`config.mk`:
```
export PLATFORM = sky130hd
export DESIGN_NAME = e2e_frame_checker_top
export DESIGN_NICKNAME = d
export VERILOG_FILES = /design/src/sv/e2efc_pkg.sv /design/src/sv/e2efc_crc8.sv /design/src/sv/e2e_frame_checker_top.sv
export SDC_FILE = /design/constraint.sdc
export NUM_CORES = 1
export LEC_CHECK = 0
export BUFFER_PORTS_ARGS = -buffer_cell sky130_fd_sc_hd__buf_4
export CAP_MARGIN = 30
export CORE_MARGIN = 4
export CORE_UTILIZATION = 25
export CTS_CLUSTER_DIAMETER = 100
export CTS_CLUSTER_SIZE = 20
export DETAILED_ROUTE_END_ITERATION = 16
export PLACE_DENSITY = 0.49
export RECOVER_POWER = 25
export SLEW_MARGIN = 5
export SYNTH_ARGS = -nofsm -noshare
export SYNTH_HDL_FRONTEND = slang
export SYNTH_SLANG_ARGS = --single-unit
```
`constraint.sdc`:
```
create_clock -name i_clk -period 6.8 [get_ports i_clk]
set_input_delay 1.36 -clock i_clk [delete_from_list [all_inputs] [get_ports i_clk]]
set_output_delay 1.36 -clock i_clk [all_outputs]
set_load 0.005 [all_outputs]
```
`src/sv/e2efc_pkg.sv`:
```
// shared types, constants and crc helper for the e2e frame checker
// no dependencies; imported by e2efc_crc8 and e2e_frame_checker_top
`timescale 1ns / 1ps

package e2efc_pkg;

    // frame layout
    localparam int FRAME_BYTES      = 8;
    localparam int CRC_POSITION     = 7;
    localparam int COUNTER_POSITION = 6;

    // field widths
    localparam int FRAME_W   = 64;
    localparam int LEN_W     = 4;
    localparam int CNT_W     = 4;
    localparam int STATUS_W  = 3;
    localparam int GAP_W     = 4;

    // crc-8 sae j1850 form
    localparam logic [7:0] CRC_INIT   = 8'hFF;
    localparam logic [7:0] CRC_POLY   = 8'h1D;
    localparam logic [7:0] CRC_XOROUT = 8'hFF;

    // register map
    localparam logic REG_MAX_GAP     = 1'b0;
    localparam logic [GAP_W-1:0] GAP_RESET = 4'd2;

    // item kinds
    localparam logic KIND_CHECK  = 1'b0;
    localparam logic KIND_REINIT = 1'b1;

    // result status codes
    typedef enum logic [STATUS_W-1:0] {
        ST_OK        = 3'd0,
        ST_SOME_LOST = 3'd1,
        ST_INITIAL   = 3'd2,
        ST_REPEATED  = 3'd3,
        ST_WRONG_SEQ = 3'd4,
        ST_CRC_ERR   = 3'd5,
        ST_LEN_ERR   = 3'd6,
        ST_REINIT    = 3'd7
    } t_status;

    // crc check result handed to the top level
    typedef struct packed {
        logic             crc_ok;
        logic [CNT_W-1:0] counter;
    } t_chk;

    // one byte through the msb-first crc register
    function automatic logic [7:0] crc8_byte(input logic [7:0] crc_in,
                                             input logic [7:0] data);
        logic [7:0] crc;
        crc = crc_in ^ data;
        for (int b = 0; b < 8; b++) begin
            if (crc[7]) begin
                crc = {crc[6:0], 1'b0} ^ CRC_POLY;
            end else begin
                crc = {crc[6:0], 1'b0};
            end
        end
        return crc;
    endfunction

endpackage

```
`src/sv/e2efc_crc8.sv`:
```
// crc-8 check over the leading frame bytes and counter nibble extraction
// depends on e2efc_pkg
`timescale 1ns / 1ps

module e2efc_crc8
    import e2efc_pkg::*;
(
    input  logic [FRAME_W-1:0] i_frame,
    output t_chk               o_chk
);

    logic [7:0] w_crc [0:CRC_POSITION];
    logic [7:0] w_crc_final;

    // unrolled byte-wise crc chain
    assign w_crc[0] = CRC_INIT;

    for (genvar g = 0; g < CRC_POSITION; g++) begin : g_byte
        assign w_crc[g+1] = crc8_byte(w_crc[g], i_frame[8*g +: 8]);
    end

    assign w_crc_final = w_crc[CRC_POSITION] ^ CRC_XOROUT;

    // compare against the transmitted crc byte, pick the counter nibble
    assign o_chk.crc_ok  = (w_crc_final == i_frame[8*CRC_POSITION +: 8]);
    assign o_chk.counter = i_frame[8*COUNTER_POSITION +: CNT_W];

endmodule

```
`src/sv/e2e_frame_checker_top.sv`:
```
// e2e frame checker: an accepted input beat passes the input register, then the
// result register; one frame accepted every cycle while m_axis_tready is not held low,
// and a waiting result does not block the next beat while the input stage is free.
// synchronous active-low reset: empties both stages, clears the receiver
// state (unsynchronised, last counter 0) and sets max_counter_gap to 2
`timescale 1ns / 1ps

module e2e_frame_checker_top
    import e2efc_pkg::*;
(
    input  logic        i_clk,
    input  logic        i_rst_n,
    // input stream
    input  logic        s_axis_tvalid,
    output logic        s_axis_tready,
    input  logic [71:0] s_axis_tdata,  // [63:0] frame_bytes, [67:64] frame_length, zero pad
    input  logic [0:0]  s_axis_tuser,  // [0] kind
    // result stream
    output logic        m_axis_tvalid,
    input  logic        m_axis_tready,
    output logic [7:0]  m_axis_tdata,  // [2:0] status, [6:3] received_counter, zero pad
    // configuration port
    input  logic        psel,
    input  logic        penable,
    input  logic        pwrite,
    input  logic [2:0]  paddr,
    input  logic [31:0] pwdata,
    output logic [31:0] prdata,
    output logic        pready
);

    // input stage
    logic               r_in_valid;
    logic               r_kind;
    logic [FRAME_W-1:0] r_frame;
    logic [LEN_W-1:0]   r_len;

    // result stage
    logic               r_out_valid;
    t_status            r_status;
    logic [CNT_W-1:0]   r_counter;

    // receiver state and configuration
    logic               r_sync;
    logic [CNT_W-1:0]   r_last_cnt;
    logic [GAP_W-1:0]   r_max_gap;

    logic               w_in_beat;
    logic               w_move;
    logic               w_out_free;
    logic               w_cfg_wr;
    t_chk               w_chk;
    t_status            n_status;
    logic [CNT_W-1:0]   n_counter;
    logic               n_sync;
    logic [CNT_W-1:0]   n_last_cnt;
    logic [CNT_W-1:0]   w_delta;

    // handshake
    assign w_out_free    = !r_out_valid || m_axis_tready;
    assign w_move        = r_in_valid && w_out_free;
    assign s_axis_tready = !r_in_valid || w_move;
    assign w_in_beat     = s_axis_tvalid && s_axis_tready;

    // input register
    always_ff @(posedge i_clk) begin
        if (!i_rst_n) begin
            r_in_valid <= 1'b0;
        end else if (w_in_beat) begin
            r_in_valid <= 1'b1;
        end else if (w_move) begin
            r_in_valid <= 1'b0;
        end
    end

    always_ff @(posedge i_clk) begin
        if (w_in_beat) begin
            r_kind  <= s_axis_tuser[0];
            r_frame <= s_axis_tdata[FRAME_W-1:0];
            r_len   <= s_axis_tdata[FRAME_W +: LEN_W];
        end
    end

    // crc and counter extraction
    e2efc_crc8 u_crc8 (
        .i_frame (r_frame),
        .o_chk   (w_chk)
    );

    assign w_delta = w_chk.counter - r_last_cnt;

    // classification and next receiver state
    always_comb begin
        n_status   = ST_OK;
        n_counter  = '0;
        n_sync     = r_sync;
        n_last_cnt = r_last_cnt;
        if (r_kind == KIND_REINIT) begin
            n_status   = ST_REINIT;
            n_sync     = 1'b0;
            n_last_cnt = '0;
        end else if (r_len < LEN_W'(FRAME_BYTES)) begin
            n_status = ST_LEN_ERR;
        end else if (!w_chk.crc_ok) begin
            n_status = ST_CRC_ERR;
        end else begin
            n_counter = w_chk.counter;
            if (!r_sync) begin
                n_status   = ST_INITIAL;
                n_sync     = 1'b1;
                n_last_cnt = w_chk.counter;
            end else if (w_delta == '0) begin
                n_status = ST_REPEATED;
            end else begin
                n_last_cnt = w_chk.counter;
                if (w_delta == CNT_W'(1)) begin
                    n_status = ST_OK;
                end else if (w_delta <= r_max_gap) begin
                    n_status = ST_SOME_LOST;
                end else begin
                    n_status = ST_WRONG_SEQ;
                end
            end
        end
    end

    // receiver state
    always_ff @(posedge i_clk) begin
        if (!i_rst_n) begin
            r_sync     <= 1'b0;
            r_last_cnt <= '0;
        end else if (w_move) begin
            r_sync     <= n_sync;
            r_last_cnt <= n_last_cnt;
        end
    end

    // result register
    always_ff @(posedge i_clk) begin
        if (!i_rst_n) begin
            r_out_valid <= 1'b0;
        end else if (w_move) begin
            r_out_valid <= 1'b1;
        end else if (m_axis_tready) begin
            r_out_valid <= 1'b0;
        end
    end

    always_ff @(posedge i_clk) begin
        if (w_move) begin
            r_status  <= n_status;
            r_counter <= n_counter;
        end
    end

    assign m_axis_tvalid = r_out_valid;
    assign m_axis_tdata  = {1'b0, r_counter, r_status};

    // configuration register
    assign pready   = 1'b1;
    assign w_cfg_wr = psel && penable && pwrite && pready && (paddr[2] == REG_MAX_GAP);

    always_ff @(posedge i_clk) begin
        if (!i_rst_n) begin
            r_max_gap <= GAP_RESET;
        end else if (w_cfg_wr) begin
            r_max_gap <= pwdata[GAP_W-1:0];
        end
    end

    assign prdata = (paddr[2] == REG_MAX_GAP) ? {{(32-GAP_W){1'b0}}, r_max_gap} : '0;

`ifndef SYNTHESIS
    // a reinit beat leaves the receiver unsynchronised
    a_reinit_clears : assert property (@(posedge i_clk) disable iff (!i_rst_n)
        (w_move && r_kind == KIND_REINIT) |=> (!r_sync && r_last_cnt == '0))
        else $error("receiver state not cleared after reinit");

    // initial status only while unsynchronised
    a_initial_unsync : assert property (@(posedge i_clk) disable iff (!i_rst_n)
        (w_move && n_status == ST_INITIAL) |-> !r_sync)
        else $error("initial status on a synchronised receiver");

    // error and reinit results carry a zero counter
    a_err_zero_cnt : assert property (@(posedge i_clk) disable iff (!i_rst_n)
        (r_out_valid && (r_status == ST_CRC_ERR || r_status == ST_LEN_ERR ||
                         r_status == ST_REINIT)) |-> (r_counter == '0))
        else $error("nonzero counter on an error result");

    // a repeated counter keeps the last counter
    a_repeat_keeps : assert property (@(posedge i_clk) disable iff (!i_rst_n)
        (w_move && n_status == ST_REPEATED) |=> $stable(r_last_cnt))
        else $error("last counter changed on a repeated frame");
`endif

endmodule

```
=== Word level (Yosys, flattened, before mapping) ===
Index checks and enable logic that the tools add are counted.

* Word-level logic and storage cells: 177
* Bits in registers: 87
* Output and inout bits: 43
* Bits of input ports: 115

* Eq/ne operators: 4
* Reductions and logical operators: 17
* Add/subtract/negate cells: 1
* Bitwise operators: 66
* Magnitude comparators: 2
* Mux-type cells: 75

{| class="wikitable"
|+ Operators by type and width
! operator !! number
|-
| $mux W5 || 56
|-
| $not A4 Y4 || 56
|-
| $xor A8 B8 Y8 || 6
|-
| $mux W4 || 6
|-
| $not A8 Y8 || 2
|-
| $mux W3 || 4
|-
| $eq A8 B8 Y1 || 1
|-
| $mux W1 || 8
|-
| $reduce_bool A2 Y1 || 3
|-
| $logic_and A1 B1 Y1 || 5
|-
| $eq A4 B1 Y1 const B || 1
|-
| $le A4 B4 Y1 || 1
|-
| $logic_not A4 Y1 || 1
|-
| $lt A4 B4 Y1 const B || 1
|-
| $reduce_and A4 Y1 || 1
|-
| $sub A4 B4 Y4 || 1
|-
| $ne A3 B3 Y1 const B || 1
|-
| $reduce_and A3 Y1 || 1
|-
| $reduce_or A3 Y1 || 1
|-
| $logic_not A1 Y1 || 2
|-
| $logic_or A1 B1 Y1 || 2
|-
| $mux W2 || 1
|-
| $ne A2 B2 Y1 const B || 1
|-
| $not A1 Y1 || 2
|-
| $reduce_or A2 Y1 || 1
|}

=== Logic depth before layout (Yosys ltp) ===
* Depth after elaboration: 124
* Gate-level depth with buffers: 16
* Mapped depth without buffers: 16

=== By module ===
Synthesis repeated with hierarchy kept, for this count alone.

* Cells, all modules: 384
* Area, all modules: 5688.0 um2

{| class="wikitable"
|+ Modules (own cells, without submodules)
! module !! times used !! area an instance (um2) !! seq. area each (um2) !! cells each
|-
| e2e_frame_checker_top || 1 || 3208.1 || 2412.3 || 200
|-
| e2efc_crc8 || 1 || 2479.9 || 0.0 || 184
|}

=== Least setup slack after synthesis ===
Ideal clock, no wire load.

* Kind: register to register
* Start: register r_frame[4]
* End: register r_last_cnt[0]
* Stages on the path, launching flop included: 17
* Library setup time: 0.123 ns
* Required time: 6.677 ns
* Period minus slack after synthesis: 5.891 ns
* Path buffers: 0
* Arrival: 5.768 ns
* Slack: 0.909 ns
* Cell sequence: edfxtp_1 -> xnor2_2 -> xnor3_2 -> xor3_2 -> xor3_2 -> xnor3_2 -> xnor2_4 -> xnor3_2 -> xnor3_1 -> xnor3_2 -> xor3_2 -> or3_1 -> a211oi_2 -> a311oi_1 -> or4b_4 -> a31oi_4 -> o22ai_1

* Cells in the longest elaborated chain, start to end: 67
* Elaborated cells on any way between the ends: 116
* Classes of those cells: eq/ne (1); mux (53); bitwise (60); reduce/logical (2)

{| class="wikitable"
|+ RTL lines
! element !! RTL line !! source
|-
| start, declared || e2e_frame_checker_top.sv:35 || <nowiki>logic [FRAME_W-1:0] r_frame;</nowiki>
|-
| start signal, assigned || e2e_frame_checker_top.sv:79 || <nowiki>r_frame <= s_axis_tdata[FRAME_W-1:0];</nowiki>
|-
| $not A8 Y8 (no line) (*) || -- ||
|-
| $mux W5 (*) || e2efc_pkg.sv:56 || <nowiki>if (crc[7]) begin</nowiki>
|-
| $mux W5 || e2efc_pkg.sv:56 ||
|-
| $not A4 Y4 (no line) || -- ||
|-
| $mux W5 || e2efc_pkg.sv:56 ||
|-
| $not A4 Y4 (no line) || -- ||
|-
| $mux W5 || e2efc_pkg.sv:56 ||
|-
| $not A4 Y4 (no line) || -- ||
|-
| (+51 left out) || -- ||
|-
| $not A4 Y4 (no line) || -- ||
|-
| $mux W5 || e2efc_pkg.sv:56 ||
|-
| $not A4 Y4 (no line) || -- ||
|-
| $mux W5 || e2efc_pkg.sv:56 ||
|-
| $not A8 Y8 (no line) (*) || -- ||
|-
| $eq A8 B8 Y1 (*) || e2efc_crc8.sv:25 || <nowiki>assign o_chk.crc_ok = (w_crc_final == i_frame[8*CRC_POSITION +: 8]);</nowiki>
|-
| $reduce_bool A2 Y1 (no line) (*) || -- ||
|-
| $reduce_and A4 Y1 (no line) (*) || -- ||
|-
| end signal, assigned || e2e_frame_checker_top.sv:134 || <nowiki>r_last_cnt <= n_last_cnt;</nowiki>
|-
| end, declared || e2e_frame_checker_top.sv:45 || <nowiki>logic [CNT_W-1:0] r_last_cnt;</nowiki>
|}

Mark *: on every way between the ends. The rest lies on a longest branch, timed or not.
A chain may end at the register's enable or synchronous reset.

=== Final worst setup path ===
* Start: register r_frame[3]
* End: register r_status[0] (data pin)

* Cells in the longest elaborated chain, start to end: 67
* Elaborated cells on any way between the ends: 116
* Classes of those cells: eq/ne (1); mux (55); bitwise (60)

{| class="wikitable"
|+ RTL lines
! element !! RTL line !! source
|-
| $not A8 Y8 (no line) (*) || -- ||
|-
| $not A4 Y4 (no line) || -- ||
|-
| $mux W5 (*) (2 in a row) || e2efc_pkg.sv:56 ||
|-
| $mux W5 || e2efc_pkg.sv:56 ||
|-
| $not A4 Y4 (no line) || -- ||
|-
| $mux W5 || e2efc_pkg.sv:56 ||
|-
| $not A4 Y4 (no line) || -- ||
|-
| $mux W5 || e2efc_pkg.sv:56 ||
|-
| (+50 left out) || -- ||
|-
| $not A4 Y4 (no line) || -- ||
|-
| $mux W5 || e2efc_pkg.sv:56 ||
|-
| $not A4 Y4 (no line) || -- ||
|-
| $mux W5 || e2efc_pkg.sv:56 ||
|-
| $not A8 Y8 (no line) (*) || -- ||
|-
| $eq A8 B8 Y1 (*) || e2efc_crc8.sv:25 ||
|-
| $mux W2 (*) || e2e_frame_checker_top.sv:104 || <nowiki>end else if (!w_chk.crc_ok) begin</nowiki>
|-
| $mux W1 (*) || e2e_frame_checker_top.sv:102 || <nowiki>end else if (r_len < LEN_W'(FRAME_BYTES)) begin</nowiki>
|-
| end signal, assigned || e2e_frame_checker_top.sv:151 || <nowiki>r_status <= n_status;</nowiki>
|-
| end, declared || e2e_frame_checker_top.sv:40 || <nowiki>t_status r_status;</nowiki>
|}

Marked as above.

==> flow_summary.json <==
{
  "io_buffer_count": 90,
  "cts_tree": "done",
  "synth-edff-count": 73,
  "vias": 3241,
  "pre_cts_ws_ns": 0.277,
  "core_um2": 23800,
  "grtUsageTotal_pct": 9.63,
  "drt-total-wl_mm": 12.5,
  "slew_headroom_pct": 36.4,
  "grt_pass1_vias": 3590,
  "synth.distinct_cells": 53,
  "synth_top_family_by_area": "XOR/XNOR gates",
  "grt_pass1_wl_mm": 19.6,
  "cts_made_buffers": 9,
  "hold_viol": 0,
  "synth-compound-area-share_pct": 2.99,
  "drv_cap": 0,
  "cts_setup_buffers": 0,
  "yosys.area_share.simple_pct": 5.51,
  "viasPerCell": 3.86,
  "die_x_um": 164,
  "crit_type": "flop to flop",
  "critPathArrivalTime_ns": 6.58,
  "dieHeight_um": 164,
  "layoutNonFillerInstCount": 840,
  "clk_pin_slew_worst_paths_ns": 0.07,
  "place.detailed.hpwl_mm": 9.72,
  "finalMaxSlewViolations": 0,
  "hp-class": "flop to flop",
  "ys_async_sr_fraction_pct": 0,
  "antenna_found_initial": 0,
  "die_area_um2": 27000,
  "areaGrowthSynthToFinish_pct": 20.9,
  "drive_gt1_share_pct": 27.4,
  "ys.flop_type": "edfxtp_1",
  "clk_latency_ns": 0.35,
  "h-tree-depth": 3,
  "rows": 56,
  "drt-pass1-iter-count": 5,
  "fin_ws_ns": 0.333,
  "grt-ovfl-total": 0,
  "clkSinkCount": 84,
  "period_share_pct": 95.1,
  "num_antenna_cells": 0,
  "syn_inst": 417,
  "start_util_pct": 25.7,
  "ant_nets": 0,
  "cpMostUsedCell": "xnor3_1",
  "max_slew.worst_pin.slew_ns": 0.951,
  "syn_avg_cell_area_um2": 14.6,
  "ctsResizeCount": 0,
  "yosysSeqAreaShare_pct": 39.5,
  "hold_buffers": 0,
  "root_buffer": "clkbuf_16",
  "setup_viol_count_final": 0,
  "worstPathMaxFanout": 5,
  "clock.fmax_mhz": 155,
  "synthAdderAreaFrac_pct": 1.76,
  "ys_warn_count": 0,
  "min_period_ns": 6.47,
  "synth-seq-cells": 84,
  "synthXorXnorAreaFrac_pct": 44.3,
  "synth_mux_area_share_pct": 1.00,
  "rsz0062_at_grt": "no",
  "setup_tns_ns": 0,
  "drcViolationCount": 0,
  "skew_ns": 0.0118,
  "final_nets": 639,
  "worstPathCellList": "xnor2_2 > xor2_1 > xnor3_1 > xnor2_2 > xnor3_1 > xnor3_1 > xnor3_1 > xnor2_1 > xnor3_1 > xnor3_1 > or4b_1 > mux2_2 > o2bb2ai_1 > nor3_1 > o21ai_1 > a21o_1",
  "grt_max_degree": 67,
  "num_io_pins": 158,
  "slowest_stage": "xnor3_1",
  "ctsLongestPathBuffers": 2,
  "endpoint_kind": "flop",
  "slowest_delay_ns": 0.56,
  "synthesis.area_um2": 6110,
  "status": "finished, final reports clean",
  "first_iter_violations": 105,
  "gp_congestion": 0.765,
  "wl_per_cell_um": 14.9,
  "cp-start-kind": "flop",
  "cp.required_ns": 6.91,
  "dp_cells": 824
}
[metal layers]
metal / GRT usage (%) / share of wire [%] / wire [um]
met5: 0 / 0 / 0
met4: 2.97 / 1.4 / 171
met1: 11.7 / 44 / 5480
met3: 2.58 / 5.0 / 633
met2: 16.7 / 50 / 6270
[layout by cell type (no fill, tap or decap), types with 2 or more instances in the layout]
| cell type | instances |
|---|---|
| nand3_1 | 2 |
| clkbuf_16 | 11 |
| buf_4 | 50 |
| xnor2_4 | 2 |
| nor2b_1 | 9 |
| xnor3_2 | 10 |
| ha_1 | 7 |
| xnor2_1 | 85 |
| inv_6 | 2 |
| nor2_1 | 5 |
| clkbuf_4 | 42 |
| xor2_1 | 31 |
| o211ai_1 | 2 |
| edfxtp_1 | 73 |
| a21o_1 | 3 |
| and2_1 | 5 |
| xnor2_2 | 9 |
| xor3_1 | 5 |
| a21oi_1 | 3 |
| xor3_2 | 5 |
| inv_4 | 2 |
| o22ai_1 | 4 |
| nand2_1 | 11 |
| xnor3_1 | 44 |
| and3_1 | 2 |
| o21ai_0 | 3 |
| conb_1 | 30 |
| dfxtp_1 | 11 |
| nor3_1 | 3 |
| mux2i_1 | 5 |
| nand2b_1 | 2 |
| nand4b_1 | 2 |
| inv_1 | 16 |
[Yosys cell counts (6+ instances only)]
cell / number / area (um2)
dfxtp_1: 11 / 220
nand2_1: 11 / 41.3
and2_1: 6 / 37.5
ha_1: 7 / 87.6
xor2_1: 31 / 272
xnor2_2: 9 / 146
xnor2_1: 85 / 744
nor2b_1: 9 / 56.3
inv_1: 16 / 60.1
xnor3_1: 44 / 991
xnor3_2: 10 / 238
buf_4: 30 / 225
edfxtp_1: 73 / 2190
[logic make-up after synthesis]
| family | after synthesis |
|---|---|
| XOR/XNOR | 192 |
| flip-flops | 84 |
| AND/OR/NAND/NOR | 53 |
| buffers and inverters | 48 |
| AO/OA/AOI/OAI | 24 |
| adder cells (fa/ha/maj) | 8 |
| multiplexers | 6 |
| other | 2 |
[final timing paths]
kind | start | end | slack [ns] | depth (start not counted)
max | r_frame[3] | r_status[0] | 0.33 | 16
min reg2reg | r_last_cnt[0] | r_last_cnt[0] | 0.49 | 2
max reg2reg | r_frame[3] | r_status[0] | 0.33 | 16
min | r_last_cnt[0] | r_last_cnt[0] | 0.49 | 2
[flip-flops by register name, indices dropped and copies added, names as in the netlist, 3 cells and up]
| register | cells |
|---|---|
| r_frame | 64 |
| r_counter | 4 |
| r_last_cnt | 4 |
| r_max_gap | 4 |
| r_status | 3 |
[stage by stage]
step	hold slack (ns)	cell area (um2)	util (%)
after floorplan	0.453	6210	-
after global placement	0.465	7070	29.8
after detailed placement	0.473	7070	29.8
after CTS	0.483	7380	31.1
after global routing	0.520	7380	31.1
final	0.490	7380	31.1
[critical path: cells and delay by family, from the launching register on]
kind / cells / cell delay, ns
multiplexers: 1 / 0.29
XOR/XNOR: 10 / 4.14
AND/OR/NAND/NOR: 2 / 0.81
AO/OA/AOI/OAI: 3 / 0.50
flip-flops: 1 / 0.49
[final cells by class]
type	count	area (um2)
multi-input cells	313	3510
inverters	16	60.1
clock inverters	5	35.0
repair buffers	92	691
flip-flops and latches	84	2410
fillers	2402	16400
clock buffers	11	275
well taps	319	399
Power is left out: the tool's default activity adds up to more than one toggle a clock period on the data nets, which glitch-free logic cannot reach.
